[config.mk]
export PLATFORM = sky130hd
export DESIGN_NAME = tmh_datapath
export DESIGN_NICKNAME = d
export VERILOG_FILES = /design/src/design/tmh_pkg.sv /design/src/design/tmh_ram.sv /design/src/design/tmh_datapath.sv
export SDC_FILE = /design/constraint.sdc
export NUM_CORES = 2
export LEC_CHECK = 0
export BUFFER_PORTS_ARGS = -buffer_cell sky130_fd_sc_hd__buf_4
export CAP_MARGIN = 40
export CORE_AREA = 2 2 753 455
export CTS_CLUSTER_DIAMETER = 100
export DETAILED_ROUTE_END_ITERATION = 10
export DIE_AREA = 0 0 755 457
export PLACE_DENSITY_LB_ADDON = 0.3
export SLEW_MARGIN = 20
export SYNTH_ARGS = -nofsm -noshare
export SYNTH_HDL_FRONTEND = slang
export SYNTH_HIERARCHICAL = 1
export SYNTH_SLANG_ARGS = --single-unit
[constraint.sdc]
create_clock -name clk -period 8.14 [get_ports clk]
set_clock_uncertainty 0.15 [all_clocks]
set_input_delay 0.407 -clock clk [delete_from_list [all_inputs] [get_ports clk]]
set_output_delay 0.407 -clock clk [all_outputs]
set_load 0.01 [all_outputs]
[src/design/tmh_pkg.sv]
// shared types, constants and helpers for the indexed min-heap timer queue
// no dependencies; imported by the interfaces, tmh_datapath, tmh_ctrl and the top module
package tmh_pkg;

    localparam int CAPACITY_DEF = 32;
    localparam int ID_COUNT_DEF = 256;

    localparam int ID_W      = 8;
    localparam int TIMEOUT_W = 31;
    localparam int TIME_W    = 32;

    typedef enum logic [1:0] {
        REQ_ADD   = 2'd0,
        REQ_RUN   = 2'd1,
        REQ_TICK  = 2'd2,
        REQ_CLEAR = 2'd3
    } req_code_t;

    typedef enum logic [1:0] {
        EV_FIRED  = 2'd0,
        EV_DELAY  = 2'd1,
        EV_REJECT = 2'd2
    } ev_code_t;

    typedef struct packed {
        logic [TIME_W-1:0] expiry;
        logic [ID_W-1:0]   owner;
    } tmh_entry_t;

    // datapath operations, one per cycle
    typedef enum logic [4:0] {
        OP_NONE,
        OP_LATCH,
        OP_CLEAR,
        OP_SLOT_RD,
        OP_HEAP_RD_SLOT,
        OP_ARM_OLD,
        OP_ARM_NEW,
        OP_REM,
        OP_REM_TAKE,
        OP_UP_RD,
        OP_UP_MOVE,
        OP_DN_RD_L,
        OP_DN_TAKE_L,
        OP_DN_TAKE_R,
        OP_DN_MOVE,
        OP_FINAL,
        OP_TICK_RD,
        OP_TICK_CHK,
        OP_EMIT_REJ,
        OP_EMIT_RUN,
        OP_EMIT_FIRE,
        OP_EMIT_REP
    } dp_op_t;

    typedef struct packed {
        logic [1:0] req_type;
        logic       id_ok;
        logic       armed;
        logic       full;
        logic       empty;
        logic       pos_zero;
        logic       pos_in;
        logic       has_left;
        logic       has_right;
        logic       par_earlier;
        logic       pick_earlier;
        logic       tick_fire;
        logic       out_free;
    } tmh_status_t;

    // heap order: expiry unsigned, ties to the smaller id
    function automatic logic earlier(tmh_entry_t a, tmh_entry_t b);
        logic r;
        if (a.expiry != b.expiry)
            r = a.expiry < b.expiry;
        else
            r = a.owner < b.owner;
        return r;
    endfunction

endpackage

[src/design/tmh_ram.sv]
// generic single-write, single-read memory with registered read data
// no dependencies
module tmh_ram #(
    parameter int WIDTH = 8,
    parameter int DEPTH = 32,
    parameter int AW    = $clog2(DEPTH)
) (
    input  logic             clk,
    input  logic             we,
    input  logic [AW-1:0]    waddr,
    input  logic [WIDTH-1:0] wdata,
    input  logic [AW-1:0]    raddr,
    output logic [WIDTH-1:0] rdata
);
    logic [WIDTH-1:0] mem [DEPTH];

    always_ff @(posedge clk)
    begin
        if (we)
            mem[waddr] <= wdata;
        rdata <= mem[raddr];
    end
endmodule

[src/design/tmh_datapath.sv]
// timer queue datapath: request registers, heap and slot memories, sift registers,
// output register; depends on tmh_pkg and tmh_ram
module tmh_datapath
    import tmh_pkg::*;
#(
    parameter int CAPACITY = CAPACITY_DEF,
    parameter int ID_COUNT = ID_COUNT_DEF
) (
    input  logic                     clk,
    input  logic                     rst_n,
    input  dp_op_t                   op,
    output tmh_status_t              status,
    input  logic [1:0]               req_type,
    input  logic [ID_W-1:0]          timer_id,
    input  logic [TIMEOUT_W-1:0]     timeout_ms,
    input  logic [TIME_W-1:0]        now_ms,
    output logic                     out_valid,
    input  logic                     out_ready,
    output logic [1:0]               event_kind,
    output logic [ID_W-1:0]          fired_id,
    output logic signed [TIME_W-1:0] delay_ms,
    output logic                     last
);
    localparam int PW = $clog2(CAPACITY);
    localparam int CW = $clog2(CAPACITY + 1);
    localparam int XW = PW + 2;
    localparam int IW = $clog2(ID_COUNT);
    localparam int EW = $bits(tmh_entry_t);

    logic [1:0]           req_type_reg;
    logic [ID_W-1:0]      id_reg;
    logic [TIMEOUT_W-1:0] timeout_reg;
    logic [TIME_W-1:0]    now_reg;
    logic [CW-1:0]        count_reg, count_next;
    logic [PW-1:0]        pos_reg;
    logic [PW-1:0]        pidx_reg;
    tmh_entry_t           cur_reg;
    tmh_entry_t           pick_reg;
    logic [ID_W-1:0]      hd_own_reg;
    logic [TIME_W-1:0]    diff_reg;
    logic                 out_valid_reg, out_valid_next;
    logic [1:0]           kind_reg;
    logic [ID_W-1:0]      fid_reg;
    logic [TIME_W-1:0]    delay_reg;
    logic                 last_reg;

    logic                 heap_we;
    logic [PW-1:0]        heap_waddr, heap_raddr;
    tmh_entry_t           heap_wdata, heap_rdata;
    logic [EW-1:0]        heap_rbits;
    logic                 slot_we;
    logic [IW-1:0]        slot_waddr, slot_raddr;
    logic [PW-1:0]        slot_wdata, slot_rdata;

    logic [XW-1:0]        pos_x, count_x, left_x, right_x;
    logic [PW-1:0]        up_idx, tail_idx;
    logic [TIME_W-1:0]    when_ms, diff;
    tmh_entry_t           new_entry;
    logic                 emit;

    assign heap_rdata = tmh_entry_t'(heap_rbits);

    tmh_ram #(.WIDTH(EW), .DEPTH(CAPACITY)) u_heap (
        .clk   (clk),
        .we    (heap_we),
        .waddr (heap_waddr),
        .wdata (heap_wdata),
        .raddr (heap_raddr),
        .rdata (heap_rbits)
    );

    tmh_ram #(.WIDTH(PW), .DEPTH(ID_COUNT)) u_slot (
        .clk   (clk),
        .we    (slot_we),
        .waddr (slot_waddr),
        .wdata (slot_wdata),
        .raddr (slot_raddr),
        .rdata (slot_rdata)
    );

    assign pos_x    = XW'(pos_reg);
    assign count_x  = XW'(count_reg);
    assign left_x   = XW'({pos_reg, 1'b1});
    assign right_x  = left_x + XW'(1);
    assign up_idx   = PW'((pos_reg - PW'(1)) >> 1);
    assign tail_idx = PW'(count_reg - CW'(1));
    assign when_ms  = now_reg + TIME_W'(timeout_reg);
    assign diff     = heap_rdata.expiry - now_reg;
    assign new_entry.expiry = when_ms;
    assign new_entry.owner  = id_reg;

    always_comb
    begin
        status.req_type     = req_type_reg;
        status.id_ok        = 32'(id_reg) < 32'(ID_COUNT);
        // an id is armed when its slot points inside the heap at an entry it owns
        status.armed        = (pos_x < count_x) && (heap_rdata.owner == id_reg);
        status.full         = count_reg >= CW'(CAPACITY);
        status.empty        = count_reg == '0;
        status.pos_zero     = pos_reg == '0;
        status.pos_in       = pos_x < count_x;
        status.has_left     = left_x < count_x;
        status.has_right    = right_x < count_x;
        status.par_earlier  = earlier(cur_reg, heap_rdata);
        status.pick_earlier = earlier(pick_reg, cur_reg);
        // wrap-safe: remaining time zero or negative
        status.tick_fire    = (diff == '0) || diff[TIME_W-1];
        status.out_free     = !out_valid_reg || out_ready;
    end

    always_comb
    begin
        heap_we    = 1'b0;
        heap_waddr = pos_reg;
        heap_wdata = cur_reg;
        heap_raddr = pos_reg;
        slot_we    = 1'b0;
        slot_waddr = IW'(cur_reg.owner);
        slot_wdata = pos_reg;
        slot_raddr = IW'(id_reg);
        case (op)
            OP_HEAP_RD_SLOT: heap_raddr = slot_rdata;
            OP_REM:          heap_raddr = tail_idx;
            OP_UP_RD:        heap_raddr = up_idx;
            OP_DN_RD_L:      heap_raddr = PW'(left_x);
            OP_DN_TAKE_L:    heap_raddr = PW'(right_x);
            OP_TICK_RD:      heap_raddr = '0;
            OP_UP_MOVE:
            begin
                heap_we    = 1'b1;
                heap_wdata = heap_rdata;
                slot_we    = 1'b1;
                slot_waddr = IW'(heap_rdata.owner);
            end
            OP_DN_MOVE:
            begin
                heap_we    = 1'b1;
                heap_wdata = pick_reg;
                slot_we    = 1'b1;
                slot_waddr = IW'(pick_reg.owner);
            end
            OP_FINAL:
            begin
                heap_we = 1'b1;
                slot_we = 1'b1;
            end
            default:
            begin
            end
        endcase
    end

    assign emit = (op == OP_EMIT_REJ) || (op == OP_EMIT_RUN) ||
                  (op == OP_EMIT_FIRE) || (op == OP_EMIT_REP);

    always_comb
    begin
        count_next = count_reg;
        case (op)
            OP_CLEAR:   count_next = '0;
            OP_ARM_NEW: count_next = count_reg + CW'(1);
            OP_REM:     count_next = count_reg - CW'(1);
            default:    count_next = count_reg;
        endcase
        out_valid_next = out_valid_reg;
        if (emit)
            out_valid_next = 1'b1;
        else if (out_ready)
            out_valid_next = 1'b0;
    end

    always_ff @(posedge clk or negedge rst_n)
    begin
        if (!rst_n)
        begin
            count_reg     <= '0;
            out_valid_reg <= 1'b0;
        end
        else
        begin
            count_reg     <= count_next;
            out_valid_reg <= out_valid_next;
        end
    end

    always_ff @(posedge clk)
    begin
        case (op)
            OP_LATCH:
            begin
                req_type_reg <= req_type;
                id_reg       <= timer_id;
                timeout_reg  <= timeout_ms;
                now_reg      <= now_ms;
            end
            OP_HEAP_RD_SLOT: pos_reg <= slot_rdata;
            OP_ARM_OLD:      cur_reg <= new_entry;
            OP_ARM_NEW:
            begin
                cur_reg <= new_entry;
                pos_reg <= PW'(count_reg);
            end
            OP_REM_TAKE:     cur_reg <= heap_rdata;
            OP_UP_MOVE:      pos_reg <= up_idx;
            OP_DN_TAKE_L:
            begin
                pick_reg <= heap_rdata;
                pidx_reg <= PW'(left_x);
            end
            OP_DN_TAKE_R:
            begin
                if (earlier(heap_rdata, pick_reg))
                begin
                    pick_reg <= heap_rdata;
                    pidx_reg <= PW'(right_x);
                end
            end
            OP_DN_MOVE:      pos_reg <= pidx_reg;
            OP_TICK_CHK:
            begin
                hd_own_reg <= heap_rdata.owner;
                diff_reg   <= diff;
                pos_reg    <= '0;
            end
            OP_EMIT_REJ:
            begin
                kind_reg  <= EV_REJECT;
                fid_reg   <= id_reg;
                delay_reg <= '0;
                last_reg  <= 1'b1;
            end
            OP_EMIT_RUN:
            begin
                kind_reg  <= EV_FIRED;
                fid_reg   <= id_reg;
                delay_reg <= '0;
                last_reg  <= 1'b1;
            end
            OP_EMIT_FIRE:
            begin
                kind_reg  <= EV_FIRED;
                fid_reg   <= hd_own_reg;
                delay_reg <= '0;
                last_reg  <= 1'b0;
            end
            OP_EMIT_REP:
            begin
                kind_reg  <= EV_DELAY;
                fid_reg   <= '0;
                delay_reg <= (count_reg == '0) ? '1 : diff_reg;
                last_reg  <= 1'b1;
            end
            default:
            begin
            end
        endcase
    end

    assign out_valid  = out_valid_reg;
    assign event_kind = kind_reg;
    assign fired_id   = fid_reg;
    assign delay_ms   = delay_reg;
    assign last       = last_reg;
endmodule

==> impl_results.rst <==
.. list-table::
   :header-rows: 1

   * - Metric
     - Value
   * - Result of the run
     - finished clean
   * - Clock Pin Slew Worst Setup and Hold Paths
     - 60 ps
   * - Met3 track demand over resource in global routing
     - 4.82%
   * - CTS Buffer Depth
     - 4
   * - Setup CP Type
     - flop to output port
   * - Warning count from the yosys run
     - 6
   * - Per-cell via count in the routed design
     - roughly 5.6
   * - Number of iterations in the first detailed-routing pass
     - 6
   * - Slew margin rel.
     - 20.0%
   * - Share of cell area taken by muxes after synthesis
     - approximately 12%
   * - Count of buffers from port buffering
     - 137
   * - Seq cells post-synth
     - 2858
   * - Setup slack after layout
     - 1710 ps
   * - TritonCTS buffer count
     - 289
   * - Full die area
     - between 0.3 and 0.4 mm^2
   * - DIE HEIGHT
     - 457 um
   * - Worst-path maximum fanout
     - 4
   * - Initial drt markers
     - 8875
   * - Avg Inst Size Synth
     - ~17 um^2
   * - Fraction of the cycle the final worst path needs
     - 79.0%
   * - Path class of the lowest-slack min-delay path
     - primary input to flop
   * - Achievable clock frequency
     - ~160 MHz
   * - Smallest hold slack
     - 102 ps
   * - Post-detailed-route DRC marker count
     - 0
   * - Grt met1 use
     - 31.3%
   * - Setup slack at placement
     - 2650 ps
   * - Hold path depth
     - 3
   * - Die Wd
     - about 760 um
   * - Combinational family with the most area after synthesis
     - multiplexers
   * - Arrival time worst endpoint
     - 5870 ps
   * - Share of flip-flops with an asynchronous set or reset
     - 0.245%
   * - Reg2reg path depth
     - 15
   * - Area share of the largest cell type after synthesis
     - 71.5%
   * - Count of mapped cells out of synthesis
     - about 7000
   * - Rows
     - 166
   * - Complex-gate fraction of the synthesized area
     - 5.82%
   * - Critical Path End Type
     - output port
   * - Hold Violations, Final
     - 0
   * - TritonCTS clock tree
     - done
   * - Synth Area in Simple Gates
     - under 10%
   * - Synthesized-area fraction occupied by adder cells
     - 2.15%
   * - Share of synthesized area occupied by flip-flops and latches
     - between 70 and 80%
   * - Clock Latency Late Sink
     - 870 ps
   * - Unrepaired setup endpoints after global routing
     - no
   * - Area of the core
     - 0.339 mm^2
   * - Net count after synthesis
     - 7272
   * - Final Setup Violations
     - 0
   * - First-pass GRT wire length
     - 489 mm
   * - Global routing's busiest layer
     - met1
   * - Reg-to-reg startpoint
     - heap_waddr[1]
   * - GPL Wtd Cong
     - 0.863
   * - Cell types occupying the most area after synthesis
     - sky130_fd_sc_hd__edfxtp_1, sky130_fd_sc_hd__mux2i_1, sky130_fd_sc_hd__mux4_2
   * - Syn Std Cell Area
     - 0.118 mm^2
   * - Number of enable flip-flop cells after synthesis
     - 2806
   * - Fraction of layout cells with a size suffix above 1
     - 15.8%
   * - Clock tree root buffer cell
     - sky130_fd_sc_hd__clkbuf_16
   * - Postcts setup bufs
     - 0
   * - Synth cell types
     - 86
   * - Time the worst path needs with I/O delays and setup
     - approximately 6400 ps
   * - Via count of the first global-routing pass
     - 64500
   * - Worst r2r dst
     - u_heap/rdata[37]
   * - Worst hold path startpoint
     - op[1]
   * - Initial antenna violation count
     - 14
   * - Initial cell density of the core
     - 34.8%
   * - Overall fraction of global-route tracks in use
     - between 15 and 20%
   * - Worst Max-Slew Pin Slew
     - around 1200 ps
   * - DP HPWL
     - 219 mm
   * - Standby leakage power
     - 46.1 nW
   * - Overall routed net length
     - 346 mm
   * - Setup TNS
     - 0 ps
   * - Cell Pwr Density
     - 237 mW/mm^2
   * - Clock sink count
     - ~2900
   * - Detailed-route wire length per cell
     - 28.5 um
   * - Flip-flop and latch area
     - around 0.085 mm^2
   * - Critical Path Source
     - u_heap/rdata[8]
   * - Maximum vdd ir drop
     - 0.154 mV
   * - Prevailing post-synth register cell
     - sky130_fd_sc_hd__edfxtp_1
   * - FF-to-FF setup slack
     - 3190 ps
   * - Residual antenna-violating net count after detailed routing
     - 0
   * - Number of maximum-capacitance violations
     - 0
   * - Largest registers
     - u_heap/mem (1280), u_slot/mem (1280)
   * - Number of nets in the layout
     - between 7000 and 8000
   * - Maximum number of pins on one net before global-route repair
     - 150
   * - Hold-critical path endpoint
     - event_kind[1]
   * - Top Ports
     - ~140
   * - Multi-input logic area
     - 0.0307 mm^2
   * - Worst Setup Start Kind
     - flop
   * - Overflow left after global routing
     - 0
   * - Met2 Track Usage GR
     - 26.3%
   * - Fillcell total
     - about 30000
   * - Area leader, netlist
     - sky130_fd_sc_hd__edfxtp_1
   * - Post-synthesis xor/xnor area fraction
     - 0.565%
   * - Signed area change from the synthesized netlist to the final layout
     - 15.8%
   * - DR vias
     - between 60000 and 70000
   * - Slew Limit Fails
     - 0
   * - Number of levels the H-tree was split into
     - 5
   * - Worst Path Required
     - between 7000 and 8000 ps
==> timing repair <==
item                                   in CTS  in global routing
resized for setup                           0                  0
endpoints found under the hold margin      91                  0
hold buffers                               82                  0
==> placed cells by master (no fill, tap or decap), types with 38 or more instances in the layout <==
cell type	n
sky130_fd_sc_hd__a21o_1	78
sky130_fd_sc_hd__mux4_2	289
sky130_fd_sc_hd__buf_4	291
sky130_fd_sc_hd__a31oi_1	57
sky130_fd_sc_hd__edfxtp_1	2806
sky130_fd_sc_hd__ha_1	199
sky130_fd_sc_hd__dlygate4sd3_1	82
sky130_fd_sc_hd__o21a_1	57
sky130_fd_sc_hd__nor3_1	71
sky130_fd_sc_hd__xor2_1	39
sky130_fd_sc_hd__clkinv_1	48
sky130_fd_sc_hd__inv_1	182
sky130_fd_sc_hd__nor2b_1	40
sky130_fd_sc_hd__mux2i_1	778
sky130_fd_sc_hd__nand2_1	261
sky130_fd_sc_hd__a21oi_1	248
sky130_fd_sc_hd__nand4_1	52
sky130_fd_sc_hd__o22ai_1	38
sky130_fd_sc_hd__nor2_1	401
sky130_fd_sc_hd__o21ai_0	114
sky130_fd_sc_hd__dfxtp_1	45
sky130_fd_sc_hd__clkbuf_16	300
sky130_fd_sc_hd__buf_12	58
sky130_fd_sc_hd__nand3_1	178
sky130_fd_sc_hd__a22o_1	87
sky130_fd_sc_hd__a22oi_1	167
sky130_fd_sc_hd__clkbuf_1	73
==> layout make-up <==
type	count	area share [%]
diodes	6	0.0110
repair buffers	481	3.78
multi-input cells	3577	22.5
well taps	4536	4.16
flip-flops and latches	2858	62.5
clock buffers	380	5.77
clock inverters	122	0.831
inverters	182	0.500
==> worst max-delay path, cell delays in order (launching register included) <==
cell                        delay, ps
sky130_fd_sc_hd__dfxtp_1          790
sky130_fd_sc_hd__inv_1            240
sky130_fd_sc_hd__ha_1             280
sky130_fd_sc_hd__fa_1             420
sky130_fd_sc_hd__nand2b_1         200
sky130_fd_sc_hd__a21oi_1          310
sky130_fd_sc_hd__nor3_1            90
sky130_fd_sc_hd__o21ai_1          340
sky130_fd_sc_hd__xor2_1           210
sky130_fd_sc_hd__or4b_1           550
sky130_fd_sc_hd__nor4_2           240
sky130_fd_sc_hd__nand4bb_1        150
sky130_fd_sc_hd__or4b_1           500
sky130_fd_sc_hd__o41ai_2          460
sky130_fd_sc_hd__buf_4            220
==> synth_stat cells (58+ instances only) <==
| master | number |
|---|---|
| sky130_fd_sc_hd__ha_1 | 199 |
| sky130_fd_sc_hd__a22oi_1 | 167 |
| sky130_fd_sc_hd__o21ai_0 | 114 |
| sky130_fd_sc_hd__inv_1 | 182 |
| sky130_fd_sc_hd__a21oi_1 | 289 |
| sky130_fd_sc_hd__a21o_1 | 78 |
| sky130_fd_sc_hd__mux2i_1 | 778 |
| sky130_fd_sc_hd__nand2_1 | 264 |
| sky130_fd_sc_hd__nor3_1 | 72 |
| sky130_fd_sc_hd__buf_2 | 58 |
| sky130_fd_sc_hd__a22o_1 | 87 |
| sky130_fd_sc_hd__mux4_2 | 289 |
| sky130_fd_sc_hd__clkbuf_1 | 195 |
| sky130_fd_sc_hd__nor2_1 | 435 |
| sky130_fd_sc_hd__nand3_1 | 185 |
| sky130_fd_sc_hd__edfxtp_1 | 2806 |
==> per-layer routing <==
| metal | wire, um | up-vias |
|---|---|---|
| met5 | 13 | - |
| met1 | 163000 | 35100 |
| met2 | 140000 | 3480 |
| li1 | - | 28400 |
| met4 | 5640 | 2 |
| met3 | 38300 | 392 |
==> metrics by stage <==
stage               cells  power (mW)  utilization, %  instance area (um^2)
floorplan            6990        18.5               -                118000
global placement    11500        19.6            36.9                125000
detailed placement  11500        19.6            37.3                126000
CTS                 12100        32.6            40.2                136000
global route        12100        33.4            40.3                137000
finish              12100        32.4            40.3                137000
==> logic make-up (layout without fill, tap and decap cells) <==
family / after synthesis / count (layout)
flip-flops: 2858 / 2858
AND/OR/NAND/NOR: 1193 / 1193
multiplexers: 1074 / 1074
AO/OA/AOI/OAI: 1032 / 1032
buffers and inverters: 555 / 1165
adder cells (fa/ha/maj): 201 / 201
XOR/XNOR: 76 / 76
other: 1 / 7
==> power by group <==
group | switching (mW) | total, mW | internal, mW
registers | 0.261 | 16.6 | 16.3
logic | 1.86 | 2.87 | 1.01
clock network | 5.56 | 13.0 | 7.43
total | 7.68 | 32.4 | 24.7
==> worst max path at each step <==
stage / to / depth (start not counted)
2_1_floorplan: u_heap/mem[19][0] / 2
3_5_place_dp: status[1] / 14
5_1_grt: status[1] / 14
4_1_cts: status[1] / 14
6_report: status[1] / 14
3_3_place_gp: u_slot/mem[222][0] / 11
Note: power is estimated with default switching activity, not from simulation.
