[config.mk]
export PLATFORM = sky130hd
export DESIGN_NAME = tmh_ctrl
export DESIGN_NICKNAME = d
export VERILOG_FILES = /design/src/design/tmh_pkg.sv /design/src/design/tmh_ctrl.sv
export SDC_FILE = /design/constraint.sdc
export NUM_CORES = 1
export LEC_CHECK = 0
export BUFFER_PORTS_ARGS = -buffer_cell sky130_fd_sc_hd__buf_2
export CELL_PAD_IN_SITES_DETAIL_PLACEMENT = 0
export CELL_PAD_IN_SITES_GLOBAL_PLACEMENT = 2
export CORE_UTILIZATION = 30
export DETAILED_ROUTE_END_ITERATION = 10
export PLACE_DENSITY_LB_ADDON = 0.25
export SLEW_MARGIN = 20
export SYNTH_ARGS = -nofsm -noshare
export SYNTH_HDL_FRONTEND = slang
export SYNTH_SLANG_ARGS = --single-unit
export TNS_END_PERCENT = 5
[constraint.sdc]
create_clock -name clk -period 2.05 [get_ports clk]
set_input_delay 0.41 -clock clk [delete_from_list [all_inputs] [get_ports clk]]
set_output_delay 0.41 -clock clk [all_outputs]
set_load 0.02 [all_outputs]
[src/design/tmh_pkg.sv]
// shared types, constants and helpers for the indexed min-heap timer queue
// no dependencies; imported by the interfaces, tmh_datapath, tmh_ctrl and the top module
package tmh_pkg;

    localparam int CAPACITY_DEF = 32;
    localparam int ID_COUNT_DEF = 256;

    localparam int ID_W      = 8;
    localparam int TIMEOUT_W = 31;
    localparam int TIME_W    = 32;

    typedef enum logic [1:0] {
        REQ_ADD   = 2'd0,
        REQ_RUN   = 2'd1,
        REQ_TICK  = 2'd2,
        REQ_CLEAR = 2'd3
    } req_code_t;

    typedef enum logic [1:0] {
        EV_FIRED  = 2'd0,
        EV_DELAY  = 2'd1,
        EV_REJECT = 2'd2
    } ev_code_t;

    typedef struct packed {
        logic [TIME_W-1:0] expiry;
        logic [ID_W-1:0]   owner;
    } tmh_entry_t;

    // datapath operations, one per cycle
    typedef enum logic [4:0] {
        OP_NONE,
        OP_LATCH,
        OP_CLEAR,
        OP_SLOT_RD,
        OP_HEAP_RD_SLOT,
        OP_ARM_OLD,
        OP_ARM_NEW,
        OP_REM,
        OP_REM_TAKE,
        OP_UP_RD,
        OP_UP_MOVE,
        OP_DN_RD_L,
        OP_DN_TAKE_L,
        OP_DN_TAKE_R,
        OP_DN_MOVE,
        OP_FINAL,
        OP_TICK_RD,
        OP_TICK_CHK,
        OP_EMIT_REJ,
        OP_EMIT_RUN,
        OP_EMIT_FIRE,
        OP_EMIT_REP
    } dp_op_t;

    typedef struct packed {
        logic [1:0] req_type;
        logic       id_ok;
        logic       armed;
        logic       full;
        logic       empty;
        logic       pos_zero;
        logic       pos_in;
        logic       has_left;
        logic       has_right;
        logic       par_earlier;
        logic       pick_earlier;
        logic       tick_fire;
        logic       out_free;
    } tmh_status_t;

    // heap order: expiry unsigned, ties to the smaller id
    function automatic logic earlier(tmh_entry_t a, tmh_entry_t b);
        logic r;
        if (a.expiry != b.expiry)
            r = a.expiry < b.expiry;
        else
            r = a.owner < b.owner;
        return r;
    endfunction

endpackage

[src/design/tmh_ctrl.sv]
// timer queue controller: request dispatch, sift sequencing and result timing
// depends on tmh_pkg
module tmh_ctrl
    import tmh_pkg::*;
(
    input  logic        clk,
    input  logic        rst_n,
    input  logic        in_valid,
    output logic        in_ready,
    input  tmh_status_t status,
    output dp_op_t      op
);
    typedef enum logic [4:0] {
        S_IDLE,
        S_DISPATCH,
        S_HRD,
        S_DECIDE,
        S_EMIT_REJ,
        S_REM,
        S_REM_T,
        S_UP,
        S_UPC,
        S_DN,
        S_DNL,
        S_DNR,
        S_DNDEC,
        S_FIN,
        S_EMIT_RUN,
        S_TICK,
        S_TCHK,
        S_EMIT_FIRE,
        S_EMIT_REP
    } state_t;

    state_t state_reg, state_next;
    state_t ret_state;

    // where to go once a removal or a sift is done
    always_comb
    begin
        case (req_code_t'(status.req_type))
            REQ_RUN:  ret_state = S_EMIT_RUN;
            REQ_TICK: ret_state = S_TICK;
            default:  ret_state = S_IDLE;
        endcase
    end

    always_comb
    begin
        state_next = state_reg;
        op         = OP_NONE;
        case (state_reg)
            S_IDLE:
            begin
                if (in_valid)
                begin
                    op         = OP_LATCH;
                    state_next = S_DISPATCH;
                end
            end
            S_DISPATCH:
            begin
                case (req_code_t'(status.req_type))
                    REQ_TICK:  state_next = S_TICK;
                    REQ_CLEAR:
                    begin
                        op         = OP_CLEAR;
                        state_next = S_IDLE;
                    end
                    default:
                    begin
                        if (status.id_ok)
                        begin
                            op         = OP_SLOT_RD;
                            state_next = S_HRD;
                        end
                        else
                            state_next = S_IDLE;
                    end
                endcase
            end
            S_HRD:
            begin
                op         = OP_HEAP_RD_SLOT;
                state_next = S_DECIDE;
            end
            S_DECIDE:
            begin
                if (req_code_t'(status.req_type) == REQ_ADD)
                begin
                    if (status.armed)
                    begin
                        op         = OP_ARM_OLD;
                        state_next = S_UP;
                    end
                    else if (status.full)
                        state_next = S_EMIT_REJ;
                    else
                    begin
                        op         = OP_ARM_NEW;
                        state_next = S_UP;
                    end
                end
                else if (status.armed)
                begin
                    op         = OP_REM;
                    state_next = S_REM_T;
                end
                else
                    state_next = S_IDLE;
            end
            S_EMIT_REJ:
            begin
                if (status.out_free)
                begin
                    op         = OP_EMIT_REJ;
                    state_next = S_IDLE;
                end
            end
            S_REM:
            begin
                op         = OP_REM;
                state_next = S_REM_T;
            end
            S_REM_T:
            begin
                // tail entry moves into the hole unless the hole was the tail
                op         = OP_REM_TAKE;
                state_next = status.pos_in ? S_UP : ret_state;
            end
            S_UP:
            begin
                if (status.pos_zero)
                    state_next = S_DN;
                else
                begin
                    op         = OP_UP_RD;
                    state_next = S_UPC;
                end
            end
            S_UPC:
            begin
                if (status.par_earlier)
                begin
                    op         = OP_UP_MOVE;
                    state_next = S_UP;
                end
                else
                    state_next = S_DN;
            end
            S_DN:
            begin
                if (status.has_left)
                begin
                    op         = OP_DN_RD_L;
                    state_next = S_DNL;
                end
                else
                    state_next = S_FIN;
            end
            S_DNL:
            begin
                op         = OP_DN_TAKE_L;
                state_next = status.has_right ? S_DNR : S_DNDEC;
            end
            S_DNR:
            begin
                op         = OP_DN_TAKE_R;
                state_next = S_DNDEC;
            end
            S_DNDEC:
            begin
                if (status.pick_earlier)
                begin
                    op         = OP_DN_MOVE;
                    state_next = S_DN;
                end
                else
                    state_next = S_FIN;
            end
            S_FIN:
            begin
                op         = OP_FINAL;
                state_next = ret_state;
            end
            S_EMIT_RUN:
            begin
                if (status.out_free)
                begin
                    op         = OP_EMIT_RUN;
                    state_next = S_IDLE;
                end
            end
            S_TICK:
            begin
                if (status.empty)
                    state_next = S_EMIT_REP;
                else
                begin
                    op         = OP_TICK_RD;
                    state_next = S_TCHK;
                end
            end
            S_TCHK:
            begin
                op         = OP_TICK_CHK;
                state_next = status.tick_fire ? S_EMIT_FIRE : S_EMIT_REP;
            end
            S_EMIT_FIRE:
            begin
                if (status.out_free)
                begin
                    op         = OP_EMIT_FIRE;
                    state_next = S_REM;
                end
            end
            S_EMIT_REP:
            begin
                if (status.out_free)
                begin
                    op         = OP_EMIT_REP;
                    state_next = S_IDLE;
                end
            end
            default: state_next = S_IDLE;
        endcase
    end

    always_ff @(posedge clk or negedge rst_n)
    begin
        if (!rst_n)
            state_reg <= S_IDLE;
        else
            state_reg <= state_next;
    end

    assign in_ready = state_reg == S_IDLE;
endmodule

==> results of run 1 <==
==> final cells by class <==
class | instances | area [um2]
timing repair buffer | 56 | 412
sequential | 5 | 126
clock buffer | 3 | 41.3
tap | 48 | 60.1
fill | 437 | 2070
clock inverter | 1 | 5.00
multi-input combinational | 151 | 1060
inverter | 8 | 30.0
==> how the worst min path moves through the flow <==
stage | start | endpoint | slack, ps | depth (start not counted)
after floorplan | rst_n | state_reg[0] | 110 | 0
after global placement | rst_n | state_reg[3] | 220 | 1
after detailed placement | rst_n | state_reg[4] | 230 | 1
after CTS | status[3] | state_reg[3] | 510 | 2
after global routing | rst_n | state_reg[4] | 550 | 2
final | status[3] | state_reg[3] | 520 | 2
==> metrics by stage <==
step	total power, mW	cell area (um2)	instances	setup slack (ps)
after floorplan	1.36	1240	181	71.4
after detailed placement	2.03	1570	267	-186
after global placement	2.03	1570	267	-241
after global routing	2.60	1730	272	-217
final	2.42	1730	272	-155
after CTS	2.36	1700	272	-194
==> critical path, stage by stage (launching register included) <==
cell and delay [ps]:
dfrtp_1 410, buf_6 140, or4b_4 490, o221a_4 140, o22ai_2 80, nand2_1 70
o211ai_1 80, buf_4 170
==> what timing repair did <==
item | CTS | global route
hold endpoints to repair | 5 | 0
gates resized for setup | 19 | 8
pin swaps | 3 | 1
setup endpoints to repair | 6 | 6
hold buffers | 1 | 0
==> metal layers <==
| layer | vias up | GRT usage (%) | part of all wire (%) |
|---|---|---|---|
| li1 | 760 | - | - |
| met1 | 733 | 29.6 | 47 |
| met2 | 59 | 37.2 | 45 |
| met3 | 9 | 2.07 | 6.3 |
| met4 | 0 | 6.12 | 1.7 |
| met5 | - | 0 | 0 |
==> kinds of logic after synthesis <==
kind of cell | Yosys count | synth area share [%]
AO/OA/AOI/OAI | 59 | 32.8
flip-flops | 5 | 10.2
multiplexers | 4 | 3.35
AND/OR/NAND/NOR | 84 | 38.8
adder cells (fa/ha/maj) | 4 | 4.07
buffers and inverters | 25 | 10.8
==> placed cells by master, fill, tap and decap left out, types with 3 or more instances in the layout <==
cell type	n
a31oi_1	3
o211ai_1	5
dfrtp_1	4
buf_2	17
o21ai_0	9
nor2_1	11
nand3_1	7
nor3b_1	3
nand2_1	13
clkbuf_8	3
mux2i_1	3
a32oi_1	3
nor2b_1	12
nand2b_1	7
nand4b_1	3
a21oi_1	15
nor3_1	6
buf_4	32
ha_1	3
buf_6	5
inv_1	8
==> report_power, final <==
| part | internal [mW] | switching (mW) | total [mW] |
|---|---|---|---|
| combinational | 0.934 | 1.08 | 2.02 |
| sequential | 0.142 | 0.0731 | 0.215 |
| clock | 0.131 | 0.0541 | 0.185 |
| total | 1.21 | 1.21 | 2.42 |
==> metrics, run 1 <==
most common cell in the netlist=a21oi_1; Placer Congestion=0.926; failing checks=negative setup slack; Initial Utilization=32.4%; overall routing resource usage=22.1%; CTS tree=yes; syn_nets=202; final core occ=45.6%; vias in the first global route=1,515; Async SR Flop Fraction=100%; Pre-Repair DR Iteration Count=4; Req. time, crit path=1640 ps; Final Cycle Share=108%; final max-slew violation count=0; Final ANT Viol Nets=0; Die X=66.1 um; Worst Tran Pin Value=~520 ps; largest net degree at the start of global routing=26; Max-slew headroom=64.7%; Startpoint Class=register; Post-route DRC=0; yosys warns=0; critical setup path kind=reg2out; Synth top area share=10.2%; hpwl dp=3500 um; Critical Path Start=state_reg[3]; core area=3800 um2; Setup Fix Bufs, Post-CTS=0; Bufs on Longest Clock Path=2; share of layout cells above drive strength 1=36.6%; register area share after synthesis=10.2%; final setup margin=-155 ps; Die Area=4360 um2; Final Net Count=246; worst skew pair latency=between 200 and 250 ps; Max VDD drop=approximately 700 uV; clk sink count=5; Yosys top cell by area=dfrtp_1; mean post-synth cell area=between 6 and 7 um2; number of flops mapped to enable cells by yosys=0; Reg-to-Reg Start=state_reg[3]; vias per cell=5.74; Syn-to-layout area delta=40.7%; Worst EP arrival=1790 ps; Clock Pin Slew Worst Setup and Hold Paths=approximately 40 ps; Cells after Synth=approximately 180; first-pass GRT wire length=7320 um; io pins=23; crit path capture type=output pin; ys flop type=dfrtp_1; CTS H-tree lvls=1; worst hold slack=525 ps; synth unique cells=52; Detailed Route Iter0 Violations=between 100 and 150; reg2reg setup slack=120 ps; Clock Skew=0.525 ps; Yosys reg bits=5; MaxCap Viol Count=0; TritonCTS Buffers=3; Reg2Reg Depth=7; total number of vias=about 1,600; Setup-failing EPs final=6; Synth Cell Area=1230 um2; most instantiated cells after synthesis=a21oi_1 (16), nand2_1 (14), nor2_1 (12), nor2b_1 (12); Pwr Density=between 1000 and 1500 nW/um2; Leak=0.718 nW; final wirelength=4470 um; PortBufs=22; CTS root buffer=clkbuf_8; final hold violations=0; grt total ovfl=0; cell types occupying the most area after synthesis=dfrtp_1 (10%), a21oi_1 (6.5%), nor2b_1 (6.1%); WL per Instance=16.4 um; Setup crit end=op[4]; max reg flops=5; CP Max Fanout=5; min cycle time layout=2200 ps; FF-to-FF End=state_reg[2]; Ant. Diodes=0; die height=about 66 um; hold crit path type=in2reg; Row Count=22; setup TNS=-511 ps; initial antenna violation count=0; fmax=454 MHz; status=finished with violations; RSZ-0062 raised after global routing=yes
No activity file was read; power rests on OpenSTA's default activity.
==> run 2, diff against run 1 <==
--- a/config.mk
+++ b/config.mk
@@ -8,6 +8,7 @@
 export BUFFER_PORTS_ARGS = -buffer_cell sky130_fd_sc_hd__buf_2
 export CELL_PAD_IN_SITES_DETAIL_PLACEMENT = 0
 export CELL_PAD_IN_SITES_GLOBAL_PLACEMENT = 2
+export CORE_MARGIN = 1.5
 export CORE_UTILIZATION = 30
 export DETAILED_ROUTE_END_ITERATION = 10
 export PLACE_DENSITY_LB_ADDON = 0.25
@@ -15,4 +16,3 @@
 export SYNTH_ARGS = -nofsm -noshare
 export SYNTH_HDL_FRONTEND = slang
 export SYNTH_SLANG_ARGS = --single-unit
-export TNS_END_PERCENT = 5
==> metrics, run 2 (synthesized netlist as in run 1, its figures left out) <==
Worst path slowest cell=or4b_4; die height=67.1 um; vias in the first global route=around 1,600; Initial Utilization=31.0%; fin area=1930 um2; Pwr Density=1460 nW/um2; CP max stage delay=roughly 500 ps; Critical Path Start=state_reg[3]; Row Count=23; register share of total power=just over 7%; fmax=roughly 450 MHz; largest net degree at the start of global routing=25; reg2reg setup slack=90 ps; final setup margin=-171 ps; Comb pwr share=86.4%; grt total ovfl=0; Multi-input gate area=1060 um2; Bufs on Longest Clock Path=2; Die Area=4500 um2; hold crit path type=in2async; cell-internal power=1.52 mW; most frequent cells in the layout=buf_4 (44), buf_2 (18), a21oi_1 (16); commonest non-fill, non-tap cell in the layout=buf_4; MaxCap Viol Count=0; Max VDD drop=438 uV; Non-Filler Instances=~300; Pre-Repair DR Iteration Count=4; Detailed Route Iter0 Violations=~130; pre-CTS setup slack=-161 ps; final hold violations=0; core area=approximately 4000 um2; Max-slew headroom=66.6%; Post-route DRC=0; Clock Pin Slew Worst Setup and Hold Paths=30 ps; Final ANT Viol Nets=0; Worst Tran Pin Value=between 400 and 500 ps; Req. time, crit path=1640 ps; Worst EP arrival=roughly 1800 ps; RSZ-0062 raised after global routing=yes; overall routing resource usage=around a quarter; CTS root buffer=clkbuf_8; Die X=67.1 um; final wirelength=5030 um; max reg flops=5; setup TNS=-574 ps; P_sw=1.30 mW; Reg2Reg Depth=7; WL per Instance=roughly 17 um; DP Cell Count=272; io pins=23; CTS tree=yes; initial antenna violation count=0; share of layout cells above drive strength 1=41.7%; Final Cycle Share=108%; crit path capture type=output pin; Placement Cell Area=approximately 1600 um2; Placer Congestion=0.913; total power=2.82 mW; vias per cell=5.70; Setup crit end=op[4]; Reg-to-Reg Start=state_reg[4]; fillers=396; Ant. Diodes=0; TritonCTS Buffers=3; part of the power in the clock network=6.4%; register area=128 um2; failing checks=negative setup slack; status=finished with violations; Clock Skew=slightly above 2 ps; CTS H-tree lvls=1; CP Max Fanout=4; min cycle time layout=around 2200 ps; Leak=approximately 0.83 nW; FF-to-FF End=state_reg[2]; Setup-failing EPs final=5; Final Net Count=264; final max-slew violation count=0; cells along the critical path=buf_6, or4b_4, o221a_4, o22ai_2, nand2_1, o211ai_1, buf_4; clk sink count=5; total number of vias=1,664; critical setup path kind=reg2out; hpwl dp=3520 um; first-pass GRT wire length=7980 um; PortBufs=22; Net Sw Frac=a little under half; Syn-to-layout area delta=56.5%; Startpoint Class=register; worst skew pair latency=roughly 220 ps
## run 2: cell types whose count changed in the layout (fill, tap and decap cells not counted), sizes merged
| cell | before | now |
|---|---|---|
| clkbuf | 3 | 4 |
| buf | 55 | 71 |
| bufbuf | 0 | 2 |
| clkinv | 1 | 0 |
## run 2: metal layers
metal  up-vias  wire [um]  global-route usage (%)
li1        799          -                       -
met1       758       2130                    29.6
met2        87       2320                    40.8
met3        20        341                    2.20
met4         0        233                    11.2
met5         -          0                       0
## run 2: layout make-up
cell class	instances	share of cell area (%)
Multi-Input combinational cell	151	54.9
Timing Repair Buffer	74	31.4
Sequential cell	5	6.62
Tap cell	50	3.25
Clock buffer	4	2.34
Inverter	8	1.56
## run 2: per-stage QoR
step / hold WS, ps / utilization, %
finish: 536 / 48.5
global route: 554 / 48.5
CTS: 528 / 47.2
detailed placement: 224 / 39.8
global placement: 220 / 39.8
floorplan: 114 / -
## run 2: power by group through the flow
| stage | registers, mW | logic, mW | clock network, mW |
|---|---|---|---|
| floorplan | 0.168 | 1.20 | 0 |
| global placement | 0.202 | 1.85 | 0 |
| detailed placement | 0.203 | 1.83 | 0 |
| CTS | 0.197 | 2.31 | 0.183 |
| global route | 0.207 | 2.60 | 0.188 |
| finish | 0.204 | 2.44 | 0.179 |
## run 2: worst min-delay path by stage
stage,start,end,slack [ps],cells after the start
after detailed placement,rst_n,state_reg[4],220,1
after global placement,rst_n,state_reg[3],220,1
final,rst_n,state_reg[4],540,2
after floorplan,rst_n,state_reg[0],110,0
after global routing,status[3],state_reg[3],550,2
after CTS,rst_n,state_reg[4],530,2
## run 2: repair_timing
item | 4_1_cts | 5_1_grt
buffers inserted | 10 | 4
gates resized for setup | 29 | 10
setup endpoints to repair | 6 | 6
pin swaps | 5 | 2
hold endpoints to repair | 5 | 0
cloned | 2 | 0
hold buffers | 1 | 0
## run 2: worst max-delay path, delay by kind of cell (launching register included)
family / cells / cell delay, ps
simple gates: 2 / 570
flops: 1 / 400
buf+inv: 2 / 310
compound gates: 3 / 310
==> run 3, diff against run 2 <==
--- a/config.mk
+++ b/config.mk
@@ -9,7 +9,7 @@
 export CELL_PAD_IN_SITES_DETAIL_PLACEMENT = 0
 export CELL_PAD_IN_SITES_GLOBAL_PLACEMENT = 2
 export CORE_MARGIN = 1.5
-export CORE_UTILIZATION = 30
+export CORE_UTILIZATION = 27
 export DETAILED_ROUTE_END_ITERATION = 10
 export PLACE_DENSITY_LB_ADDON = 0.25
 export SLEW_MARGIN = 20
==> constraint.sdc (replaced) <==
create_clock -name clk -period 1.9 [get_ports clk]
set_input_delay 0.38 -clock clk [delete_from_list [all_inputs] [get_ports clk]]
set_output_delay 0.38 -clock clk [all_outputs]
set_load 0.1 [all_outputs]
==> metrics, run 3 (synthesized netlist as in run 1, its figures left out) <==
status=finished with violations; failing checks=negative setup slack; Leak=0.854 nW; Syn-to-layout area delta=67.4%; Clock Pin Slew Worst Setup and Hold Paths=40 ps; cells along the critical path=buf_6, or4b_4, o221a_4, o22ai_2, nand2_1, o211ai_1, clkbuf_16; CTS tree=yes; Max VDD drop=941 uV; overall routing resource usage=19.9%; commonest non-fill, non-tap cell in the layout=buf_4; io pins=23; CTS H-tree lvls=1; Detailed Route Iter0 Violations=109; min cycle time layout=around 2300 ps; Bufs on Longest Clock Path=2; Ant. Diodes=0; Clock Skew=3.79 ps; final max-slew violation count=0; Initial Utilization=28.1%; Max-slew headroom=70.7%; Placer Congestion=0.840; fmax=between 400 and 500 MHz; hold crit path type=in2async; setup TNS=-1730 ps; total number of vias=1,603; max reg flops=5; Req. time, crit path=around 1500 ps; Row Count=24; crit path capture type=output pin; PortBufs=22; share of layout cells above drive strength 1=45.0%; Final Cycle Share=120%; final setup margin=-372 ps; grt total ovfl=0; CTS root buffer=clkbuf_8; Placement Cell Area=1790 um2; Startpoint Class=register; CP max stage delay=~480 ps; vias in the first global route=between 1,500 and 2,000; Final ANT Viol Nets=0; core area=4380 um2; Worst Tran Pin Value=434 ps; Pwr Density=between 1500 and 2000 nW/um2; MaxCap Viol Count=0; GRT met1 Usage=around a quarter; die height=70.5 um; final hold violations=0; GR met3 Demand/Resource=under 10%; worst hold slack=499 ps; Die Area=4970 um2; TritonCTS Buffers=3; Die X=70.5 um; final core occ=between 40% and 50%; critical setup path kind=reg2out; vias per cell=around 5.5; largest net degree at the start of global routing=24; Post-route DRC=0; WL per Instance=around 17 um; hpwl dp=3790 um; Pre-Repair DR Iteration Count=4; CP Max Fanout=4; first-pass GRT wire length=8000 um; met2 Track Usage GR=35.3%; initial antenna violation count=0; total power=3.82 mW; layer with the highest usage=met2; Setup-failing EPs final=6; Worst EP arrival=1890 ps; worst skew pair latency=220 ps; clk sink count=5; most frequent cells in the layout=buf_4 (40), buf_2 (16), nand2_1 (13); RSZ-0062 raised after global routing=yes; final wirelength=~4900 um; Final Net Count=262; Worst path slowest cell=or4b_4; fin area=2060 um2
==> run 3: through the flow <==
stage,cells,setup slack (ps)
4_1_cts,292,-385
3_5_place_dp,283,-395
2_1_floorplan,181,-902
6_report,292,-372
3_3_place_gp,283,-419
5_1_grt,292,-463
==> run 3: worst max-delay path: cells and delay by family, from the launching register on <==
kind            cells  cell delay, ps
buf+inv             2             390
simple gates        2             540
flops               1             400
compound gates      3             330
==> run 3: layout make-up <==
class | instances | area (um2)
well taps | 52 | 65.1
multi-input cells | 151 | 1140
flip-flops and latches | 5 | 125
repair buffers | 72 | 651
clock buffers | 4 | 45.0
fillers | 442 | 2320
inverters | 8 | 30.0
==> run 3: worst paths after layout <==
kind	startpoint	end	slack (ps)	cells after the start
setup / recovery	state_reg[3]	op[4]	-370	7
max in group asynchronous	rst_n	state_reg[2]	1270	2
setup reg to reg	state_reg[3]	state_reg[2]	30	8
min in group clk	status[3]	state_reg[3]	510	2
hold / removal	rst_n	state_reg[4]	500	2
hold reg to reg	state_reg[2]	state_reg[2]	780	4
==> run 3: per-layer routing <==
| metal | share of wire, % | up-vias | routed length [um] |
|---|---|---|---|
| li1 | - | 793 | - |
| met1 | 45 | 768 | 2210 |
| met2 | 50 | 40 | 2440 |
| met3 | 4.3 | 2 | 207 |
| met4 | 0.21 | 0 | 10 |
| met5 | 0 | - | 0 |
==> run 3: timing repair <==
| action | in CTS | in global routing |
|---|---|---|
| buffers inserted | 4 | 0 |
| gates cloned | 1 | 0 |
| endpoints found under the hold margin | 5 | 0 |
| endpoints found under the setup margin | 9 | 9 |
| hold buffers | 1 | 0 |
| pin swaps | 13 | 3 |
| gates resized for setup | 29 | 11 |
==> run 3: report_power, final <==
part	switching (mW)	internal, mW	total (mW)
logic	1.95	1.50	3.44
clock network	0.0481	0.144	0.192
registers	0.0344	0.152	0.186
